==> config.mk <==
export PLATFORM = sky130hd
export DESIGN_NAME = execute_stage_alu_branch_unit
export DESIGN_NICKNAME = d
export VERILOG_FILES = /design/src/design/exalubr_pkg.sv /design/src/design/execute_stage_alu_branch_unit.sv
export SDC_FILE = /design/constraint.sdc
export NUM_CORES = 1
export LEC_CHECK = 0
export BUFFER_PORTS_ARGS = -buffer_cell sky130_fd_sc_hd__clkbuf_2
export CAP_MARGIN = 20
export CORE_UTILIZATION = 40
export CTS_BUF_LIST = sky130_fd_sc_hd__clkbuf_8
export CTS_CLUSTER_SIZE = 20
export DETAILED_ROUTE_END_ITERATION = 6
export REMOVE_ABC_BUFFERS = 1
export SETUP_SLACK_MARGIN = 0.5
export SYNTH_ARGS = -nofsm -noshare
export SYNTH_HDL_FRONTEND = slang
export SYNTH_SLANG_ARGS = --single-unit
==> constraint.sdc <==
create_clock -name clk -period 7.38 [get_ports clk]
set_clock_uncertainty 0.15 [all_clocks]
set_input_delay 0.369 -clock clk [delete_from_list [all_inputs] [get_ports clk]]
set_output_delay 0.369 -clock clk [all_outputs]
set_load 0.005 [all_outputs]
==> src/design/exalubr_pkg.sv <==
// Shared types and codes for the execute stage ALU / branch unit.
// No dependencies.
`default_nettype none

package exalubr_pkg;

	localparam logic [5:0] JUMP_REG_OPCODE = 6'b010011;
	localparam int unsigned OFFSET_SHIFT = 2;

	typedef enum logic [3:0] {
		ACT_INVALID = 4'd0,
		ACT_SYSCALL = 4'd1,
		ACT_ADD     = 4'd2,
		ACT_SLT     = 4'd3,
		ACT_SLTU    = 4'd4,
		ACT_NOR     = 4'd5,
		ACT_AND     = 4'd6,
		ACT_OR      = 4'd7,
		ACT_XOR     = 4'd8,
		ACT_SLL     = 4'd9,
		ACT_SRL     = 4'd10,
		ACT_SUB     = 4'd11,
		ACT_SRA     = 4'd12
	} action_t;

	typedef enum logic [2:0] {
		BR_EQ  = 3'd0,
		BR_NE  = 3'd1,
		BR_GE  = 3'd2,
		BR_GEU = 3'd3,
		BR_LT  = 3'd4,
		BR_LTU = 3'd5
	} branch_cond_t;

	typedef enum logic [1:0] {
		ST_OK          = 2'd0,
		ST_MEM_INVALID = 2'd1,
		ST_INVALID     = 2'd2,
		ST_SYSCALL     = 2'd3
	} status_t;

	// one decoded instruction as held in the input register
	typedef struct packed {
		logic [3:0]  action;
		logic [31:0] operand_a;
		logic [31:0] operand_b;
		logic        cond_branch;
		logic        is_jump;
		logic [2:0]  branch_cond;
		logic [31:0] pc;
		logic [31:0] next_pc;
		logic [5:0]  major_opcode;
		logic [15:0] branch_offset;
		logic        mem_op_invalid;
	} exec_req_t;

	typedef struct packed {
		logic [31:0] alu_value;
		logic        flow_taken;
		logic [31:0] flow_pc;
		logic [1:0]  status;
	} exec_rsp_t;

endpackage

`default_nettype wire

==> src/design/execute_stage_alu_branch_unit.sv <==
// Execute stage top level: input register, ALU and branch resolve, result register.
// Depends on exalubr_pkg.
`default_nettype none

// Execute stage ALU / branch unit. Takes one request per clock on the in
// channel while in_stall is low and returns one result per request on the
// out channel, in order. The input register loads on acceptance, the result
// register when the request moves on (out_stall can hold it); out_valid is
// the result register's valid. The sustained rate is one request per cycle
// as long as out_stall stays low. The ALU, the branch compare and the target
// adder all sit in the single logic stage between the two registers. Shifts,
// set-less-than and subtract use operand_b as the left operand and operand_a
// as the amount or subtrahend; shift amounts use operand_a[4:0]. A halting
// request (bad memory op, invalid action, syscall) returns status only, with
// alu_value 0, flow not taken and flow_pc equal to pc.
module execute_stage_alu_branch_unit (
	input  wire logic        clk,
	input  wire logic        arst_n,

	input  wire logic        in_valid,
	output logic             in_stall,
	input  wire logic [3:0]  action,
	input  wire logic [31:0] operand_a,
	input  wire logic [31:0] operand_b,
	input  wire logic        cond_branch,
	input  wire logic        is_jump,
	input  wire logic [2:0]  branch_cond,
	input  wire logic [31:0] pc,
	input  wire logic [31:0] next_pc,
	input  wire logic [5:0]  major_opcode,
	input  wire logic signed [15:0] branch_offset,
	input  wire logic        mem_op_invalid,

	output logic             out_valid,
	input  wire logic        out_stall,
	output logic [31:0]      alu_value,
	output logic             flow_taken,
	output logic [31:0]      flow_pc,
	output logic [1:0]       status
);

	logic                    valid_s1;
	exalubr_pkg::exec_req_t  req_s1;
	logic                    valid_s2;
	exalubr_pkg::exec_rsp_t  rsp_s2;
	exalubr_pkg::exec_rsp_t  rsp_d;

	logic                    load_s2;
	logic                    load_s1;

	assign load_s2  = !valid_s2 || !out_stall;
	assign in_stall = valid_s1 && !load_s2;
	assign load_s1  = !in_stall;

	// input register
	always_ff @(posedge clk or negedge arst_n) begin
		if (!arst_n) begin
			valid_s1 <= 1'b0;
		end else if (load_s1) begin
			valid_s1 <= in_valid;
		end
	end

	always_ff @(posedge clk) begin
		if (load_s1 && in_valid) begin
			req_s1.action         <= action;
			req_s1.operand_a      <= operand_a;
			req_s1.operand_b      <= operand_b;
			req_s1.cond_branch    <= cond_branch;
			req_s1.is_jump        <= is_jump;
			req_s1.branch_cond    <= branch_cond;
			req_s1.pc             <= pc;
			req_s1.next_pc        <= next_pc;
			req_s1.major_opcode   <= major_opcode;
			req_s1.branch_offset  <= branch_offset;
			req_s1.mem_op_invalid <= mem_op_invalid;
		end
	end

	// ALU, branch compare and target
	logic [4:0]  shamt;
	logic [31:0] a;
	logic [31:0] b;
	logic [31:0] alu_val;
	logic        cond_met;
	logic        taken;
	logic [31:0] offset_ext;
	logic [1:0]  status_d;

	assign a     = req_s1.operand_a;
	assign b     = req_s1.operand_b;
	assign shamt = a[4:0];
	assign offset_ext = {{16{req_s1.branch_offset[15]}}, req_s1.branch_offset}
		<< exalubr_pkg::OFFSET_SHIFT;

	always_comb begin
		case (req_s1.action)
			exalubr_pkg::ACT_ADD:  alu_val = a + b;
			exalubr_pkg::ACT_SLT:  alu_val = {31'd0, $signed(b) < $signed(a)};
			exalubr_pkg::ACT_SLTU: alu_val = {31'd0, b < a};
			exalubr_pkg::ACT_NOR:  alu_val = ~(a | b);
			exalubr_pkg::ACT_AND:  alu_val = a & b;
			exalubr_pkg::ACT_OR:   alu_val = a | b;
			exalubr_pkg::ACT_XOR:  alu_val = a ^ b;
			exalubr_pkg::ACT_SLL:  alu_val = b << shamt;
			exalubr_pkg::ACT_SRL:  alu_val = b >> shamt;
			exalubr_pkg::ACT_SUB:  alu_val = b - a;
			exalubr_pkg::ACT_SRA:  alu_val = 32'($signed(b) >>> shamt);
			default:               alu_val = 32'd0;
		endcase
	end

	always_comb begin
		case (req_s1.branch_cond)
			exalubr_pkg::BR_EQ:  cond_met = (a == b);
			exalubr_pkg::BR_NE:  cond_met = (a != b);
			exalubr_pkg::BR_GE:  cond_met = !($signed(a) < $signed(b));
			exalubr_pkg::BR_GEU: cond_met = (a >= b);
			exalubr_pkg::BR_LT:  cond_met = ($signed(a) < $signed(b));
			exalubr_pkg::BR_LTU: cond_met = (a < b);
			default:             cond_met = 1'b0;
		endcase
	end

	always_comb begin
		if (req_s1.mem_op_invalid) begin
			status_d = exalubr_pkg::ST_MEM_INVALID;
		end else if (req_s1.action == exalubr_pkg::ACT_INVALID) begin
			status_d = exalubr_pkg::ST_INVALID;
		end else if (req_s1.action == exalubr_pkg::ACT_SYSCALL) begin
			status_d = exalubr_pkg::ST_SYSCALL;
		end else begin
			status_d = exalubr_pkg::ST_OK;
		end
	end

	// a conditional branch wins over is_jump
	assign taken = (status_d == exalubr_pkg::ST_OK) &&
		(req_s1.cond_branch ? cond_met : req_s1.is_jump);

	always_comb begin
		rsp_d.status     = status_d;
		rsp_d.flow_taken = taken;
		rsp_d.alu_value  = (status_d == exalubr_pkg::ST_OK) ? alu_val : 32'd0;
		if (!taken) begin
			rsp_d.flow_pc = req_s1.pc;
		end else if (req_s1.major_opcode == exalubr_pkg::JUMP_REG_OPCODE) begin
			rsp_d.flow_pc = req_s1.next_pc;
		end else begin
			rsp_d.flow_pc = req_s1.pc + offset_ext;
		end
	end

	// result register
	always_ff @(posedge clk or negedge arst_n) begin
		if (!arst_n) begin
			valid_s2 <= 1'b0;
		end else if (load_s2) begin
			valid_s2 <= valid_s1;
		end
	end

	always_ff @(posedge clk) begin
		if (load_s2 && valid_s1) begin
			rsp_s2 <= rsp_d;
		end
	end

	assign out_valid  = valid_s2;
	assign alu_value  = rsp_s2.alu_value;
	assign flow_taken = rsp_s2.flow_taken;
	assign flow_pc    = rsp_s2.flow_pc;
	assign status     = rsp_s2.status;

	// a halted request never carries a result or a taken flow change
	a_halt_clean: assert property (@(posedge clk) disable iff (!arst_n)
		out_valid && (status != exalubr_pkg::ST_OK) |-> !flow_taken && (alu_value == 32'd0))
		else $error("halting result carries alu value or taken flow");

	// input side stalls only when both stages are full
	a_stall_full: assert property (@(posedge clk) disable iff (!arst_n)
		in_stall |-> valid_s1 && valid_s2 && out_stall)
		else $error("input stalled with free pipeline slot");

	// a request in s1 that moves on shows up as a result next cycle
	a_s1_moves: assert property (@(posedge clk) disable iff (!arst_n)
		valid_s1 && load_s2 |=> out_valid)
		else $error("request lost between stages");

	// a stalled s1 request keeps its payload
	a_s1_hold: assert property (@(posedge clk) disable iff (!arst_n)
		valid_s1 && in_stall |=> valid_s1 && $stable(req_s1))
		else $error("stalled input register changed");

endmodule

`default_nettype wire

==> impl_metrics.ini <==
[place]
placed_area_um2 = 20300
port_buffers = 232
dp_hpwl_mm = 53.7
place.gp.congestion = 1.02

[final_layout]
fin_nets = 2660
area_delta_synth_final_pct = 22.1
finalInstanceArea_um2 = 22700
drive_gt1_share_pct = 17.1
num_antenna_cells = 0

[clocking]
cts_sinks = 229
clock_path_buffers = 3
root_buffer = clkbuf_8
ctsHtreeMaxLevel = 2
clkLatencyLatePin_ns = 0.66
path_clk_slew_ns = 0.06
cts_setup_buffers = 0
numCtsBuffers = 43
cts_tree = done

[synthesis]
yosys.area_share.xor_xnor_pct = 1.74
synth_top_family_by_area = compound AO/OA/AOI/OAI gates
yosys_warnings = 0
ys_ff_latch = 229
ys_types = 99
synth_seq_area_share_pct = 36.9
synthCells = 1984
syn_area_um2 = 18600
muxShareOfSynthArea_pct = 8.48
synth-adder-area-share_pct = 10.9
synth_edf_count = 227
synthSimpleGateAreaFrac_pct = 12.2
async_flop_share_pct = 0.873
synth_compound_area_share_pct = 24.6
synth_ff_type = edfxtp_1
syn_avg_cell_area_um2 = 9.38

[worst_setup_path]
crit_type = register to register
cp-end-kind = register
crit_required_ns = 7.60
slowest_delay_ns = 0.52
r2r_slack_ns = 2.59
critical_path.most_common_cell = buf_4
worstSetupEndpoint = flow_pc[28]
crit_fanout = 43
path_cells = buf_4 > inv_2 > ha_1 > nor2b_1 > o21ai_0 > o211a_4 > nor2_1 > nor4b_4 > o221a_2 > o22ai_2 > a22oi_4 > buf_4 > inv_4 > mux2_4
startpoint = a[4]
start_kind = register
slowest_stage = a22oi_4
r2r_end = flow_pc[28]
crit_arrival_ns = 5.01
r2r_cells = 14
r2r-start = a[4]

[sta]
rsz0062_at_grt = no
layout_min_cycle_time_ns = 4.79
fin_setup_tns_ns = 0
worst_pin_slew_ns = 1.20
min_period_over_period_pct = 64.9
finalHoldViolCount = 0
max-slew-margin-rel_pct = 19.2
drv_slew = 0
max_clock_freq_mhz = 209
setup_viol = 0

[global_route]
grtUsageMet2_pct = 49.2
use_met3_pct = 7.04
grt.busiest_layer = met2
grtUsageMet1_pct = 40.5
grt_pass1_wl_mm = 110
grt_use_total_pct = 30.8
antenna_found_initial = 1
grt_max_degree = 83
grt_pass1_vias = 17700
grt_overflow = 0

[power]
leakage_nw = 9.42
peakVddDrop_v = 0.000163
power.density_nw_per_um2 = 179

[drt]
vias = 18000
drt_wl_total_mm = 74.3
drt_iter0_markers = 2044
vias_per_cell = 6.05
firstDrtPassIters = 7
wl_per_cell_um = 25.0
route.detailed.drc = 12
postRouteAntennaNets = 0

[die]
row_count = 78
fp.dieH_um = 218
die_area_um2 = 47400
ios = 233
die_w_um = 218
start_util_pct = 40.8
core_area_um2 = 45700

[outcome]
status = complete, but fails checks
violations = design-rule violations

[flow_run]
maxCapViolCount = 0

[worst_hold_path]
worst_hold_path_type = input pin to register
[worst max-delay path, delay by kind of cell, from the launching register on]
| family | cells | cell delay [ns] |
|---|---|---|
| AOI/OAI and AO/OA | 5 | 1.41 |
| DFF | 1 | 0.32 |
| and+or+nand+nor | 3 | 0.73 |
| muxes | 1 | 0.31 |
| adders and majority gates | 1 | 0.33 |
| buffers and inverters | 4 | 1.22 |
[logic make-up after synthesis]
logic type / count (synthesis)
compound gates: 695
fa+ha+maj: 160
xor+xnor: 37
mux: 127
simple gates: 494
flops: 229
buf+inv: 242
[layout by cell type (no fill, tap or decap), types with 12 or more instances in the layout]
cell,instances
mux2_2,16
nor2b_1,12
nand3_1,26
clkbuf_2,232
xnor2_1,21
nand2_1,128
a31oi_1,20
buf_4,31
o21bai_1,23
o21ai_0,153
a21oi_1,194
ha_1,157
xor2_1,16
a221oi_1,25
o22ai_1,24
nor2_1,196
inv_1,131
or3_1,14
mux2i_1,76
mux4_2,18
o31ai_1,14
nor3_1,29
dlygate4sd3_1,165
o211ai_1,34
a22oi_1,23
nand2b_1,26
edfxtp_1,227
clkbuf_8,43
a211oi_1,17
a21o_1,25
[synthesized netlist by cell type, types with 26 or more instances]
master | count | share of area, %
clkbuf_1 | 68 | 1.4
nor3_1 | 32 | 0.86
ha_1 | 157 | 11
mux2i_1 | 76 | 4.1
o211ai_1 | 34 | 1.4
o21ai_0 | 154 | 4.1
edfxtp_1 | 227 | 37
nand2b_1 | 26 | 0.87
nand2_1 | 128 | 2.6
a21oi_1 | 194 | 5.2
nor2_1 | 197 | 4.0
inv_1 | 117 | 2.4
nand3_1 | 27 | 0.73
[through the flow]
stage	hold slack, ns	utilization (%)	total power, mW	setup slack (ns)	instances
after floorplan	-0.0766	-	2.39	0.873	1863
after global placement	0.00442	44.5	2.81	2.72	2726
after detailed placement	0.00934	44.5	2.82	2.72	2726
after CTS	0.235	49.8	4.07	2.66	2968
after global routing	0.254	49.8	4.27	2.38	2968
final	0.274	49.8	4.08	2.59	2968
[timing repair]
item / in CTS / in global routing
hold buffers: 165 / 0
hold endpoints to repair: 164 / 0
resized for setup: 0 / 0
[power breakdown]
| group | internal, mW | switching (mW) | leakage [nW] |
|---|---|---|---|
| combinational | 0.489 | 0.775 | 6.76 |
| clock | 0.582 | 0.593 | 0.449 |
| sequential | 1.56 | 0.0792 | 2.21 |
| total | 2.63 | 1.45 | 9.42 |
[worst min-delay path by stage]
| stage | startpoint | to | slack [ns] | cells after the start |
|---|---|---|---|---|
| after CTS | operand_a[6] | a[6] | 0.24 | 2 |
| after global routing | operand_b[2] | b[2] | 0.25 | 2 |
| after floorplan | arst_n | out_valid | -0.08 | 0 |
| after detailed placement | arst_n | valid_s1 | 0.009 | 1 |
| final | operand_a[7] | a[7] | 0.27 | 2 |
| after global placement | arst_n | valid_s1 | 0.004 | 1 |
[flip-flops by register name, indices dropped and copies added, names as in the netlist]
register	count
b	32
flow_pc	32
out_valid	1
flow_taken	1
offset_ext	16
alu_value	32
req_s1	80
valid_s1	1
a	32
status	2
[per-layer routing]
layer | share of wire (%) | routed length [um]
met3 | 9.1 | 6760
met5 | 0 | 0
met4 | 3.7 | 2760
met1 | 42 | 31000
met2 | 46 | 33800
[cell type report]
class                      count  area (um^2)
tap                          600          751
fill                        4278        22900
multi-input combinational   1513        10800
timing repair buffer         428         3050
clock inverter                34          186
clock buffer                  43          592
sequential                   229         6870
inverter                     121          457
Power figures use the tool's default switching activity.
